[src/hdl/ftc_pkg.sv]
// Shared types, constants and helpers for the floor texture caster.
package ftc_pkg;

  localparam int FRAC_W  = 16;
  localparam int CFG_W   = 32;
  localparam int CIDX_W  = 3;
  localparam int PROD_W  = 49;
  localparam int DIV_W   = 28;
  localparam int CNT_W   = 6;

  localparam logic [CNT_W-1:0] DIV_STEPS = 6'd49;

  localparam logic [CIDX_W-1:0] REG_POS_X   = 3'd0;
  localparam logic [CIDX_W-1:0] REG_POS_Y   = 3'd1;
  localparam logic [CIDX_W-1:0] REG_DIR_X   = 3'd2;
  localparam logic [CIDX_W-1:0] REG_DIR_Y   = 3'd3;
  localparam logic [CIDX_W-1:0] REG_PLANE_X = 3'd4;
  localparam logic [CIDX_W-1:0] REG_PLANE_Y = 3'd5;

  localparam logic [15:0] DIR_X_RST   = 16'd16384;
  localparam logic [15:0] PLANE_Y_RST = 16'd10813;

  localparam logic [1:0] AX_FX = 2'd0;
  localparam logic [1:0] AX_FY = 2'd1;
  localparam logic [1:0] AX_SX = 2'd2;
  localparam logic [1:0] AX_SY = 2'd3;

  typedef logic [3:0] ftc_op_t;
  localparam ftc_op_t OP_NONE       = 4'd0;
  localparam ftc_op_t OP_ACCEPT     = 4'd1;
  localparam ftc_op_t OP_RD_FIX     = 4'd2;
  localparam ftc_op_t OP_MUL        = 4'd3;
  localparam ftc_op_t OP_FP_FIX     = 4'd4;
  localparam ftc_op_t OP_SDIV_START = 4'd5;
  localparam ftc_op_t OP_STEP_FIX   = 4'd6;
  localparam ftc_op_t OP_FETCH      = 4'd7;
  localparam ftc_op_t OP_OUT        = 4'd8;

  typedef struct packed {
    logic        operation;
    logic [13:0] texel_index;
    logic [23:0] texel_color;
    logic [9:0]  pixel_x;
    logic [8:0]  pixel_y;
  } ftc_in_t;

  typedef struct packed {
    logic [9:0]  out_x;
    logic [8:0]  out_y;
    logic [22:0] out_color;
  } ftc_out_t;

  typedef struct packed {
    ftc_op_t    op;
    logic [1:0] axis;
  } ftc_cmd_t;

  typedef struct packed {
    logic div_busy;
    logic out_free;
    logic item_shade;
    logic item_x_zero;
  } ftc_status_t;

  function automatic logic [31:0] sat32(input logic signed [49:0] v);
    logic signed [49:0] hi;
    logic signed [49:0] lo;
    hi = 50'sh0007FFFFFFF;
    lo = -50'sh00080000000;
    if (v > hi) begin
      return 32'h7FFF_FFFF;
    end else if (v < lo) begin
      return 32'h8000_0000;
    end
    return v[31:0];
  endfunction

endpackage

[src/hdl/ftc_ctrl.sv]
// Sequencer for item acceptance, row setup and pixel fetch.
module ftc_ctrl
  import ftc_pkg::*;
(
  input  logic        clk,
  input  logic        rst,
  input  logic        in_valid,
  output logic        in_ready,
  input  ftc_status_t status,
  output ftc_cmd_t    cmd
);
  localparam logic [2:0] S_IDLE  = 3'd0;
  localparam logic [2:0] S_RDDIV = 3'd1;
  localparam logic [2:0] S_MUL   = 3'd2;
  localparam logic [2:0] S_FPFIX = 3'd3;
  localparam logic [2:0] S_SDIV  = 3'd4;
  localparam logic [2:0] S_SWAIT = 3'd5;
  localparam logic [2:0] S_FETCH = 3'd6;
  localparam logic [2:0] S_DATA  = 3'd7;

  logic [2:0] state, state_next;
  logic [1:0] axis, axis_next;

  always_ff @(posedge clk) begin
    if (rst) begin
      state <= S_IDLE;
      axis  <= AX_FX;
    end else begin
      state <= state_next;
      axis  <= axis_next;
    end
  end

  always_comb begin
    state_next = state;
    axis_next  = axis;
    cmd.op     = OP_NONE;
    cmd.axis   = axis;
    in_ready   = (state == S_IDLE);
    unique case (state)
      S_IDLE: begin
        if (in_valid) begin
          cmd.op = OP_ACCEPT;
          if (status.item_shade) begin
            state_next = status.item_x_zero ? S_RDDIV : S_DATA;
          end
        end
      end
      S_RDDIV: begin
        if (!status.div_busy) begin
          cmd.op     = OP_RD_FIX;
          axis_next  = AX_FX;
          state_next = S_MUL;
        end
      end
      S_MUL: begin
        cmd.op     = OP_MUL;
        state_next = (axis == AX_FX || axis == AX_FY) ? S_FPFIX : S_SDIV;
      end
      S_FPFIX: begin
        cmd.op     = OP_FP_FIX;
        axis_next  = axis + 2'd1;
        state_next = S_MUL;
      end
      S_SDIV: begin
        cmd.op     = OP_SDIV_START;
        state_next = S_SWAIT;
      end
      S_SWAIT: begin
        if (!status.div_busy) begin
          cmd.op = OP_STEP_FIX;
          if (axis == AX_SY) begin
            state_next = S_FETCH;
          end else begin
            axis_next  = axis + 2'd1;
            state_next = S_MUL;
          end
        end
      end
      S_FETCH: begin
        cmd.op     = OP_FETCH;
        state_next = S_DATA;
      end
      S_DATA: begin
        if (status.out_free) begin
          cmd.op     = OP_OUT;
          state_next = S_IDLE;
        end
      end
      default: state_next = S_IDLE;
    endcase
  end
endmodule

[config.mk]
export PLATFORM = sky130hd
export DESIGN_NAME = ftc_ctrl
export DESIGN_NICKNAME = d
export VERILOG_FILES = /design/src/hdl/ftc_pkg.sv /design/src/hdl/ftc_ctrl.sv
export SDC_FILE = /design/constraint.sdc
export NUM_CORES = 1
export LEC_CHECK = 0
export ABC_AREA = 1
export BUFFER_PORTS_ARGS = -buffer_cell sky130_fd_sc_hd__clkbuf_2
export CAP_MARGIN = 25
export CORE_AREA = 5 5 42 44
export DETAILED_ROUTE_END_ITERATION = 10
export DIE_AREA = 0 0 47 49
export PLACE_DENSITY = 0.57
export SLEW_MARGIN = 20
export SYNTH_ARGS = -nofsm -noshare
export SYNTH_HDL_FRONTEND = slang
export SYNTH_SLANG_ARGS = --single-unit
[constraint.sdc]
create_clock -name clk -period 1.7 [get_ports clk]
set_input_delay 0 -clock clk [delete_from_list [all_inputs] [get_ports clk]]
set_output_delay 0 -clock clk [all_outputs]
set_load 0.02 [all_outputs]
After elaboration in Yosys (flattened, before gate mapping)
Index checks and enable logic that the tools add are counted.
{ "totals": {"ff_bits": 5, "wordCells": 42} }
{ "op_classes": {"addsub": 1, "n_eq_ne": 15, "muxes": 18, "n_reduce_logical": 6} }
{ "op_table": {"columns": ["operator", "count"], "rows": [
  ["4-bit one-hot mux with 8 select lines", 1],
  ["3-bit 2-to-1 mux", 9],
  ["3-bit one-hot mux with 8 select lines", 1],
  ["3-bit equality test, second input constant", 4],
  ["2-bit inequality test, second input constant", 5],
  ["2-bit 2-to-1 mux", 4],
  ["3-bit by 2-bit equality test with 1-bit output, second input constant", 2],
  ["2-bit one-hot mux with 3 select lines", 1],
  ["5-bit AND reduction", 1],
  ["4-bit 2-to-1 mux", 1],
  ["4-bit AND reduction", 1],
  ["3-bit by 1-bit equality test with 1-bit output, second input constant", 1],
  ["3-bit logical NOT", 1],
  ["3-bit nonzero test", 1],
  ["2-bit by 1-bit adder with 2-bit output, second input constant", 1],
  ["2-bit by 1-bit equality test with 1-bit output, second input constant", 1],
  ["2-bit equality test, second input constant", 1],
  ["2-bit logical NOT", 1],
  ["2-bit by 1-bit inequality test with 1-bit output, second input constant", 1],
  ["1-bit logical OR", 1],
  ["1-bit 2-to-1 mux", 1]
]} }

Longest topological paths before layout
Gate-level depths: netlist of the first run.
{ "depth": {"depth_word": 4, "depth_mapped": 9, "mapped_depth_nobuf": 8} }

Least setup slack after synthesis of the first run
OpenSTA, ideal clock, no wires.
{ "synth_timing": {"path_kind": "register -> register", "from": "register axis[0]", "to": "register state[0]", "t_arrival_ns": 1.212, "t_required_ns": 1.591, "setup_slack_ns": 0.379, "stages_incl_launch_ff": 9, "path_buffers": 0, "synth_period_minus_slack_ns": 1.321, "cell_sequence": "dfxtp_1 > inv_1 > ha_1 > nor2_1 > nand2_1 > o21ai_0 > nand2_1 > nand2_1 > nor2_2"} }
{ "synth_via": {"elab_chain_cells": 4} }
{ "synth_lines": {"columns": ["item", "line", "source"], "rows": [
  ["from (decl)", "ftc_ctrl.sv:22", "logic [1:0] axis, axis_next;"],
  ["from (signal assigned)", "ftc_ctrl.sv:30", "axis <= axis_next;"],
  ["2-bit by 1-bit equality test with 1-bit output or 2-bit logical NOT (tied branches)", "ftc_ctrl.sv:58", "state_next = (axis == AX_FX || axis == AX_FY) ? S_FPFIX : S_SDIV;"],
  ["1-bit logical OR (*)", "ftc_ctrl.sv:58", null],
  ["3-bit 2-to-1 mux (*)", "ftc_ctrl.sv:58", null],
  ["3-bit one-hot mux with 8 select lines (*)", "ftc_ctrl.sv:40", "unique case (state)"],
  ["to (signal assigned)", "ftc_ctrl.sv:29", "state <= state_next;"],
  ["to (decl)", "ftc_ctrl.sv:21", "logic [2:0] state, state_next;"]
]} }
Mark *: on every way between the ends. The rest lies on a longest branch, timed or not.
A chain may end at the register's enable or synchronous reset.

==> metrics.md, run 1 <==
| Metric | Value |
|---|---|
| Outcome | finished clean |
| Final Hold Fails | 0 |
| Post-DR wirelength/cell | 10.4 um |
| Layout Skew | roughly 0.0064 ns |
| Core Box Area | 0.00140 mm2 |
| Placed cell count | roughly 100 |
| Syn. warnings | 0 |
| GRT Util Overall | 10.7% |
| Starting density of the core | 35.8% |
| Final wirelength | 1120 um |
| Clk_lat worst skew | 0.25 ns |
| Setup slack after layout | 0.325 ns |
| Clock-pin slew on the worst setup and hold paths | 0.05 ns |
| CTS buffer count | 3 |
| Post-synthesis cell type count | 19 |
| Crit end category | output pin |
| WP data required | between 1.5 and 2 ns |
| Netlist Area Pre-Place | about 500 um2 |
| Cell row count | 14 |
| Root Buffer | clkbuf_4 |
| Period utilisation layout | 80.9% |
| Antenna Cells | 0 |
| Hold depth | 4 |
| Max FO, Critical Path | 10 |
| Critical path startpoint category | flip-flop |
| Maximum vdd drop | around 600 uV |
| First-pass GRT wire length | 1750 um |
| Area growth syn-to-layout | 17.5% |
| Register bit total from synthesis | 5 |
| Initial drt markers | 9 |
| Syn Nets | 87 |
| Leakage dissipation | 0.316 nW |
| H-Tree Depth | 1 |
| Unrepaired setup endpoints after global routing | false |
| Io pins | 14 |
| Largest net degree at the start of global routing | 11 |
| Final-report setup violation count | 0 |
| FF-to-FF setup slack | 0.35 ns |
| Critical path data arrival time | 1.37 ns |
| Max transition margin | 70.2% |
| TNS Setup | 0 ns |
| Peak Freq | 0.728 GHz |
| GPL Wtd Cong | 0.684 |
| Die footprint | 0.00230 mm2 |
| # DRC | 0 |
| Initial antenna violation count | 0 |
| Vias in the first global route | between 400 and 500 |
| Die X | about 47 um |
| 1st-pass router iterations | 4 |
| Clock sinks | 5 |
| Crit path time final | 1.37 ns |
| R2R cell count | 8 |
| Nets | 103 |
| Grt total ovfl | 0 |
| Vias | 515 |
| Fin cells | approximately 110 |
| HP Class | in -> reg |
| Seq/Total Area, Yosys | 20.0% |
| Final Max Tran Viols | 0 |
| Final Power | around 1 mW |
| Synth Instances | 77 |
| Die Y | 49 um |
| CTS tree | done |
| Maximum buffer depth of the clock tree | 2 |
| Estimated wirelength of the detail-placed design | 896 um |
| Pwr per Cell Area | 1720 mW/mm2 |
| Layout cell share with drive strength beyond 1 | 34.8% |
| DR vias/cell | ~4.8 |
| Post-Place Setup Slack | ~0.31 ns |
| Mean Syn Cell Area | 6.52 um2 |
| Crit Path Category | reg -> out |
| Port bufs | 13 |
| ANT nets after route | 0 |
| Max cap viols | 0 |
| Worst-margin pin slew | approximately 0.45 ns |
| Util after Layout | around 42% |
[worst max-delay path, cell delays in order, from the launching register on]
cell	delay, ns
dfxtp_1	0.59
inv_6	0.06
nor2_4	0.11
nand2_2	0.10
nand2_1	0.07
nor2_1	0.04
clkbuf_2	0.15
[cells in the final DEF (no fill, tap or decap)]
cell           instances
nand2_1               21
clkbuf_2              13
nor2_1                 9
nand3_1                8
inv_1                  6
dfxtp_1                5
nor2_2                 4
nand2_2                3
ha_1                   3
clkbuf_4               3
inv_6                  2
o21ai_0                2
a21oi_1                2
nand3_2                2
a21oi_2                2
clkinv_2               1
nor3_1                 1
nor2_4                 1
nand4_1                1
o21ai_2                1
clkbuf_1               1
dlygate4sd3_1          1
[repair_timing]
item / 4_1_cts / 5_1_grt
resized for setup: 0 / 0
hold buffers: 1 / 0
setup buffers: 0 / 0
hold endpoints to repair: 2 / 0
[power by group]
group	total [mW]	leakage (nW)	switching (mW)	internal [mW]
Clock	0.140	0.0150	0.0512	0.0889
Sequential	0.265	0.0412	0.107	0.159
Combinational	0.609	0.260	0.392	0.217
Total	1.01	0.316	0.550	0.464
[cells by family after synthesis]
group           count (synthesis)  synth area share, %
compound gates                  7                 9.23
buf+inv                        12                 15.7
fa+ha+maj                       3                 7.48
simple gates                   50                 47.6
flops                           5                 20.0
[cell type report]
type / instances / area [um2]
flip-flops and latches: 5 / 100
repair buffers: 14 / 75.1
well taps: 16 / 20.0
multi-input cells: 60 / 323
inverters: 9 / 45.0
clock buffers: 4 / 26.3
fillers: 172 / 812
[layer usage]
metal	GRT usage (%)	up-vias	share of wire, %
li1	-	272	-
met1	12.9	221	42
met2	15.6	20	48
met3	5.54	2	9.7
met4	4.15	0	0.71
met5	0	-	0
[worst paths after layout]
kind / startpoint / to
max: state[0] / cmd[4]
min: status[0] / state[1]
max reg2reg: axis[0] / state[0]
min reg2reg: axis[0] / axis[0]
[state kept, by name, indices dropped and copies added, names as in the netlist]
register,cells
state,3
axis,2
[cell usage after synthesis]
| cell type | n | area, um2 |
|---|---|---|
| nand4_1 | 1 | 6.26 |
| a21oi_1 | 2 | 10.0 |
| nor3_1 | 1 | 5.00 |
| ha_1 | 3 | 37.5 |
| clkinv_2 | 1 | 5.00 |
| nor2_4 | 1 | 11.3 |
| nor2_2 | 4 | 25.0 |
| o21ai_2 | 1 | 8.76 |
| o21ai_0 | 2 | 10.0 |
| dfxtp_1 | 5 | 100 |
| nand3_1 | 8 | 40.0 |
| buf_6 | 3 | 33.8 |
| nand2_1 | 21 | 78.8 |
| a21oi_2 | 2 | 17.5 |
| nand2_2 | 3 | 18.8 |
| nor2_1 | 9 | 33.8 |
| inv_6 | 2 | 17.5 |
| nand3_2 | 2 | 20.0 |
| inv_1 | 6 | 22.5 |
[metrics by stage]
stage	cell area, um2	hold slack (ns)
after global placement	553	0.207
after CTS	589	0.0757
after floorplan	502	0.0669
final	589	0.0802
after detailed placement	553	0.212
after global routing	589	0.117
(Power assumes the default switching activity.)
==> run 2: changes to the inputs <==
--- a/config.mk
+++ b/config.mk
@@ -5,13 +5,13 @@
 export SDC_FILE = /design/constraint.sdc
 export NUM_CORES = 1
 export LEC_CHECK = 0
-export ABC_AREA = 1
+export ABC_AREA = 0
 export BUFFER_PORTS_ARGS = -buffer_cell sky130_fd_sc_hd__clkbuf_2
 export CAP_MARGIN = 25
 export CORE_AREA = 5 5 42 44
 export DETAILED_ROUTE_END_ITERATION = 10
 export DIE_AREA = 0 0 47 49
-export PLACE_DENSITY = 0.57
+export PLACE_DENSITY = 0.53
 export SLEW_MARGIN = 20
 export SYNTH_ARGS = -nofsm -noshare
 export SYNTH_HDL_FRONTEND = slang
==> constraint.sdc (replaced) <==
create_clock -name clk -period 1.16 [get_ports clk]
set_input_delay 0 -clock clk [delete_from_list [all_inputs] [get_ports clk]]
set_output_delay 0 -clock clk [all_outputs]
set_load 0.02 [all_outputs]
==> run 2 against run 1 <==
  * The flow now finishes with violations (negative setup slack)
  * Die area unchanged
  * Worst setup slack got worse by 0.44 ns
  * Clock power up 38%
  * Register-to-register slack lost 0.45 ns
  * Clock-buffer cell count stayed put
  * Worst hold slack better by 0.10 ns
  * Combinational power increased to 2.8 times the previous value
  * Routed wire length up 10%
  * Area after synthesis down 15%
  * Global-route usage rose by 1.1 points
  * Sequential share of layout area decreased by 4.0 points
==> metrics.md, run 2 <==
| Metric | Value |
|---|---|
| Outcome | finished, violations left |
| Failing checks | negative setup slack |
| Initial drt markers | 7 (-2) |
| Pwr per Cell Area | 2580 mW/mm2 (+50%) |
| Comb power frac | 74.8% (+15 points) |
| Netlist Area Pre-Place | 424 um2 (-15%) |
| Max FO, Critical Path | 5 (-5) |
| Largest area contributor in the netlist | dfxtp_1 |
| Seq pwr share | 16.7% (-9.5 points) |
| Largest net degree at the start of global routing | 12 (+1) |
| Sw frac | 41.2% (-13 points) |
| CTS buffer count | 3 (unchanged) |
| Post-synth top area share | 23.6% (+3.6 points) |
| Seq/Total Area, Yosys | 23.6% (+3.6 points) |
| Starting density of the core | 30.3% (-5.5 points) |
| Sink of the worst hold path | state[1] |
| Worst R2R End | state[2] |
| Die X | 47 um (unchanged) |
| Hold Crit Start | status[2] |
| Ys async rst share | 0% (unchanged) |
| Max transition margin | 86.2% (+16 points) |
| Hold depth | 4 (unchanged) |
| Mean Syn Cell Area | 7.57 um2 (+16%) |
| Estimated wirelength of the detail-placed design | 880 um (-1.8%) |
| Biggest regs | state x3, axis x2 |
| Placed Area | 628 um2 (+14%) |
| Clock Power Share | 8.6% (-5.2 points) |
| Crit end category | output pin |
| Final Max Tran Viols | 0 (unchanged) |
| Clk_lat worst skew | 0.24 ns (about the same) |
| ANT nets after route | 0 (unchanged) |
| Period utilisation layout | 110% |
| Post-DR wirelength/cell | 11.6 um (+12%) |
| Layout cell share with drive strength beyond 1 | 68.9% (+34 points) |
| R2R cell count | 4 (-4) |
| Final-report setup violation count | 9 (+9) |
| Unrepaired setup endpoints after global routing | true |
| Most frequent cells after synthesis | nor2_1 (7), dfxtp_1 (5), nand2_1 (5), inv_1 (4) |
| Layout Skew | 0.00202 ns (-0.00440 ns) |
| Crit Path Category | reg -> out |
| TNS Setup | -0.576 ns (-0.576 ns) |
| Maximum buffer depth of the clock tree | 2 (unchanged) |
| DR vias/cell | 4.89 (+2.5%) |
| Core Box Area | 0.00140 mm2 (unchanged) |
| Port bufs | 13 (unchanged) |
| HP Class | in -> reg |
| P_int | 1.33 mW (+190%) |
| Most frequent cells in the layout | buf_4 (14), clkbuf_2 (8), buf_6 (6), nor2_1 (5) |
| 1st-pass router iterations | 2 (-2) |
| Clock sinks | 5 (unchanged) |
| Final Hold Fails | 0 (unchanged) |
| Worst setup path startpoint | state[0] |
| Setup slack after layout | -0.118 ns (-0.444 ns) |
| H-Tree Depth | 1 (unchanged) |
| Area growth syn-to-layout | 106% |
| Worst-margin pin slew | 0.208 ns (-0.238 ns) |
| Vias | 518 (+0.58%) |
| Final wirelength | 1230 um (+10%) |
| Max cap viols | 0 (unchanged) |
| Nets | 101 (-1.9%) |
| Post-synthesis cell type count | 27 (+8) |
| Vias in the first global route | 462 (+14%) |
| Net Sw Power | 932 uW (+69%) |
| Post-synth top flop | dfxtp_1 |
| Grt total ovfl | 0 (unchanged) |
| Io pins | 14 (unchanged) |
| Top-count cell post-synth | nor2_1 |
| Syn. warnings | 0 (unchanged) |
| WP data required | 1.16 ns (-0.54 ns) |
| Ranking of synthesized cells by area | dfxtp_1 (24%), ha_1 (8.8%), nor2_1 (6.2%) |
| Maximum vdd drop | 1220 uV (+100%) |
| CTS tree | done |
| Die footprint | 0.00230 mm2 (unchanged) |
| # DRC | 0 (unchanged) |
| Leakage dissipation | 0.380 nW (+20%) |
| FF-to-FF setup slack | -0.10 ns (-0.45 ns) |
| Initial antenna violation count | 0 (unchanged) |
| Die Y | 49 um (unchanged) |
| Max reg flops | 3 (unchanged) |
| Cell row count | 14 (unchanged) |
| Register bit total from synthesis | 5 (unchanged) |
| Post-Place Setup Slack | -0.0806 ns (-0.391 ns) |
| Antenna Cells | 0 (unchanged) |
| Critical path data arrival time | 1.28 ns (-0.09 ns) |
| R2r startpoint | state[0] |
| Synth Instances | 56 (-27%) |
| Root Buffer | clkbuf_4 |
| Slowest stage cell, crit path | dfxtp_2 |
| Critical path startpoint category | flip-flop |
| First-pass GRT wire length | 1970 um (+13%) |
| Syn Nets | 66 (-24%) |
| Clock-pin slew on the worst setup and hold paths | 0.04 ns (about the same) |
| WHS | 0.184 ns (+0.103 ns) |
| GRT Util Overall | 11.8% (+1.1 points) |
| GPL Wtd Cong | 0.753 (+10%) |
| Crit path time final | 1.28 ns |
| Commonest non-fill, non-tap cell in the layout | buf_4 |
| Post-synth EDFFs | 0 (unchanged) |
| Final Cell Area | 875 um2 (+48%) |
| Cell Chain, Critical Path | buf_12 -> and2b_1 -> buf_4 -> a21o_1 -> clkbuf_8 |
| Peak Freq | between 0.7 and 0.8 GHz |
| Max incr delay on CP | 0.34 ns (-0.25 ns) |
| Reg with most FFs | state |
run 2: repair_timing:
item                                    in CTS  in global routing
endpoints found under the hold margin        3                  0
setup buffers                                5                  1
pin swaps                                   10                  7
hold buffers                                 1                  0
endpoints found under the setup margin      10                 10
resized for setup                           23                 18
cloned                                       0                  0
run 2: area by class of cell:
cell class / count / area [um2]
Clock buffer: 4 / 26.3
Fill cell: 120 / 527
Inverter: 4 / 15.0
Multi-Input combinational cell: 44 / 415
Sequential cell: 5 / 114
Tap cell: 16 / 20.0
Timing Repair Buffer: 33 / 284
run 2: critical path, delay by kind of cell (launching register included):
family / cells / cell delay, ns
compound gates: 1 / 0.15
buf+inv: 3 / 0.37
simple gates: 1 / 0.18
flops: 1 / 0.34
run 2: cell families after synthesis:
kind of cell               after synthesis  synth area share, %
and+or+nand+nor                         24                 30.1
buffers and inverters                    7                 7.08
muxes                                    1                 2.36
AOI/OAI and AO/OA                       16                 28.0
DFF                                      5                 23.6
adders and majority gates                3                 8.85
run 2: power by group through the flow:
stage                     combinational (mW)  clock, mW  sequential [mW]
after floorplan                        0.732          0            0.324
after global placement                  1.20          0            0.333
after detailed placement                1.21          0            0.336
after CTS                               1.56      0.205            0.364
after global routing                    1.83      0.217            0.393
final                                   1.69      0.193            0.377
run 2: worst max-delay path by stage:
| stage | endpoint | slack, ns | depth (start not counted) |
|---|---|---|---|
| 2_1_floorplan | state[2] | -0.03 | 4 |
| 3_3_place_gp | state[1] | -0.07 | 4 |
| 3_5_place_dp | state[2] | -0.08 | 4 |
| 4_1_cts | cmd[3] | -0.14 | 5 |
| 5_1_grt | cmd[3] | -0.17 | 5 |
| 6_report | cmd[3] | -0.12 | 5 |
run 2: stage by stage:
step / instances / total power [mW] / util, %
floorplan: 56 / 1.06 / -
global placement: 95 / 1.54 / 44.8
detailed placement: 95 / 1.55 / 44.8
CTS: 105 / 2.13 / 57.3
global route: 106 / 2.44 / 62.4
finish: 106 / 2.26 / 62.4
run 2: layer usage:
layer	global-route usage [%]	part of all wire [%]
met5	0	0
met4	6.91	0.65
met3	2.21	4.7
met2	17.4	51
met1	15.2	43
==> run 3: changes to the inputs <==
--- a/config.mk
+++ b/config.mk
@@ -9,8 +9,10 @@
 export BUFFER_PORTS_ARGS = -buffer_cell sky130_fd_sc_hd__clkbuf_2
 export CAP_MARGIN = 25
 export CORE_AREA = 5 5 42 44
+export CTS_BUF_LIST = sky130_fd_sc_hd__clkbuf_2 sky130_fd_sc_hd__clkbuf_4 sky130_fd_sc_hd__clkbuf_8
 export DETAILED_ROUTE_END_ITERATION = 10
 export DIE_AREA = 0 0 47 49
+export MAX_ROUTING_LAYER = met4
 export PLACE_DENSITY = 0.53
 export SLEW_MARGIN = 20
 export SYNTH_ARGS = -nofsm -noshare
==> run 3 against run 2 <==
  * The run still ends with negative setup slack left
  * Critical endpoint unchanged
  * Maximum frequency down 0.43%
  * Routed wire length shrank 13%
  * Sequential share of layout area is 2.0 points higher
  * Die area did not move
  * Sequential power down 8.8%
  * Design area shrank 15%
  * Worst setup slack got worse by 0.0056 ns
==> metrics.md, run 3 (synthesis results as in run 2) <==
| Metric | Value |
|---|---|
| # DRC | 0 (unchanged) |
| Met1 usage | 13.4% (-1.8 points) |
| Comb power frac | 71.6% (-3.2 points) |
| GRT Util Overall | 10.7% (-1.1 points) |
| 1st-pass router iterations | 4 (+2) |
| DR vias/cell | 4.98 (+1.9%) |
| Crit Path Category | reg -> out |
| Most frequent cells in the layout | buf_4 (14), clkbuf_2 (8), nor2_1 (6), nand2_1 (5), clkbuf_4 (5) |
| Io pins | 14 (unchanged) |
| Largest net degree at the start of global routing | 13 (+1) |
| Clock-pin slew on the worst setup and hold paths | 0.04 ns (about the same) |
| Die footprint | 0.00230 mm2 (unchanged) |
| Net Sw Power | 808 uW (-13%) |
| Post-DR wirelength/cell | 10.6 um (-9.0%) |
| Pwr per Cell Area | 2660 mW/mm2 (+2.8%) |
| Placed Area | 628 um2 (unchanged) |
| Final wirelength | 1070 um (-13%) |
| Grt total ovfl | 0 (unchanged) |
| GPL Wtd Cong | 0.763 (+1.3%) |
| Final-report setup violation count | 7 (-2) |
| Crit path time final | 1.28 ns (+0.00557 ns) |
| Antenna Cells | 0 (unchanged) |
| Layout cell share with drive strength beyond 1 | 60.0% (-8.9 points) |
| Initial antenna violation count | 0 (unchanged) |
| Worst-margin pin slew | 0.219 ns (+0.0111 ns) |
| Clk_lat worst skew | 0.23 ns (about the same) |
| Critical path data arrival time | 1.28 ns (about the same) |
| Clock sinks | 5 (unchanged) |
| Core Box Area | 0.00140 mm2 (unchanged) |
| Biggest regs | state x3, axis x2 |
| Root Buffer | clkbuf_4 |
| Final Max Tran Viols | 0 (unchanged) |
| P_int | 1.16 mW (-12%) |
| Estimated wirelength of the detail-placed design | 880 um (unchanged) |
| Max cap viols | 0 (unchanged) |
| Maximum buffer depth of the clock tree | 2 (unchanged) |
| WHS | 0.148 ns (-0.0356 ns) |
| Outcome | finished, violations left |
| Sw frac | 41.0% (-0.21 points) |
| Vias in the first global route | 458 (-0.87%) |
| Multi-input gate area | 347 um2 (-17%) |
| Die X | 47 um (unchanged) |
| CTS buffer count | 3 (unchanged) |
| Reg with most FFs | state |
| Clock Power Share | 10.9% (+2.3 points) |
| Vias | 503 (-2.9%) |
| Cell row count | 14 (unchanged) |
| First-pass GRT wire length | 1830 um (-7.3%) |
| Final Hold Fails | 0 (unchanged) |
| FF-to-FF setup slack | -0.09 ns (about the same) |
| Fill cells | 142 (+18%) |
| Crit end category | output pin |
| Unrepaired setup endpoints after global routing | true |
| Failing checks | negative setup slack |
| GRT busiest layer | met2 |
| FF+latch area | 111 um2 (-2.2%) |
| Setup slack after layout | -0.124 ns (-0.00557 ns) |
| Seq pwr share | 17.5% (+0.8 points) |
| M3 GR Usage | 2.21% (unchanged) |
| CTS tree | done |
| Nets | 96 (-5.0%) |
| Slowest stage cell, crit path | dfxtp_2 |
| Maximum vdd drop | 1130 uV (-7.2%) |
| Max incr delay on CP | 0.35 ns (about the same) |
| Starting density of the core | 30.3% (unchanged) |
| Port bufs | 13 (unchanged) |
| Met2 Usage GRT | 16.3% (-1.1 points) |
| Critical path startpoint category | flip-flop |
| Die Y | 49 um (unchanged) |
| Cell Chain, Critical Path | buf_12 -> and2b_1 -> buf_4 -> a21o_1 -> clkbuf_8 |
| Max transition margin | 85.4% (-0.78 points) |
| Leakage dissipation | 0.340 nW (-10%) |
| Max FO, Critical Path | 5 (unchanged) |
| Final Power | 1.97 mW (-13%) |
| H-Tree Depth | 1 (unchanged) |
| Layout Skew | 0.0000941 ns (-0.00193 ns) |
| Commonest non-fill, non-tap cell in the layout | buf_4 |
| ANT nets after route | 0 (unchanged) |
| Max reg flops | 3 (unchanged) |
| Period utilisation layout | 111% (+0.48 points) |
| Final Cell Area | 742 um2 (-15%) |
| Initial drt markers | 9 (+2) |
| WP data required | 1.16 ns (about the same) |
| HP Class | in -> reg |
| Area growth syn-to-layout | 74.9% |
| Peak Freq | 0.779 GHz (-0.43%) |
[run 3: cell types whose count changed in the layout (fill, tap and decap cells not counted), sizes merged]
cell  before  now
buf       22   17
[run 3: power groups by stage]
stage	logic, mW	registers (mW)	clock network (mW)
2_1_floorplan	0.732	0.324	0
3_3_place_gp	1.20	0.333	0
3_5_place_dp	1.21	0.336	0
4_1_cts	1.37	0.344	0.224
5_1_grt	1.53	0.357	0.237
6_report	1.41	0.344	0.215
[run 3: final cells by class]
| class | instances | area share, % |
|---|---|---|
| Sequential cell | 5 | 15.0 |
| Timing Repair Buffer | 28 | 29.5 |
| Inverter | 4 | 2.02 |
| Multi-Input combinational cell | 44 | 46.7 |
| Tap cell | 16 | 2.70 |
| Clock buffer | 4 | 4.05 |
[run 3: critical path, delay by kind of cell, from the launching register on]
kind | cells | cell delay [ns]
flops | 1 | 0.35
compound gates | 1 | 0.15
buf+inv | 3 | 0.38
simple gates | 1 | 0.18
[run 3: path summary, 6_finish.rpt]
check,startpoint,to,cells past startpoint
worst min register to register,axis[1],axis[1],3
worst min-delay path,status[2],state[1],4
worst max register to register,state[0],state[0],5
worst max-delay path,state[0],cmd[3],5
[run 3: repair_timing]
item	in CTS	in global routing
hold buffers	1	0
pin swaps	3	8
endpoints found under the setup margin	10	10
gates resized for setup	16	7
setup buffers	1	0
hold endpoints to repair	1	0
[run 3: metrics by stage]
step / cells / worst slack (ns) / util (%) / setup TNS [ns]
6_report: 101 / -0.124 / 52.9 / -0.505
3_5_place_dp: 95 / -0.0806 / 44.8 / -0.255
4_1_cts: 101 / -0.132 / 52.2 / -0.561
3_3_place_gp: 95 / -0.0682 / 44.8 / -0.203
2_1_floorplan: 56 / -0.0299 / - / -0.0607
5_1_grt: 101 / -0.170 / 52.9 / -1.05
[run 3: per-layer routing]
| layer | part of all wire (%) | vias up |
|---|---|---|
| li1 | - | 254 |
| met1 | 45 | 228 |
| met2 | 47 | 19 |
| met3 | 6.5 | 2 |
| met4 | 0.75 | 0 |
| met5 | 0 | - |
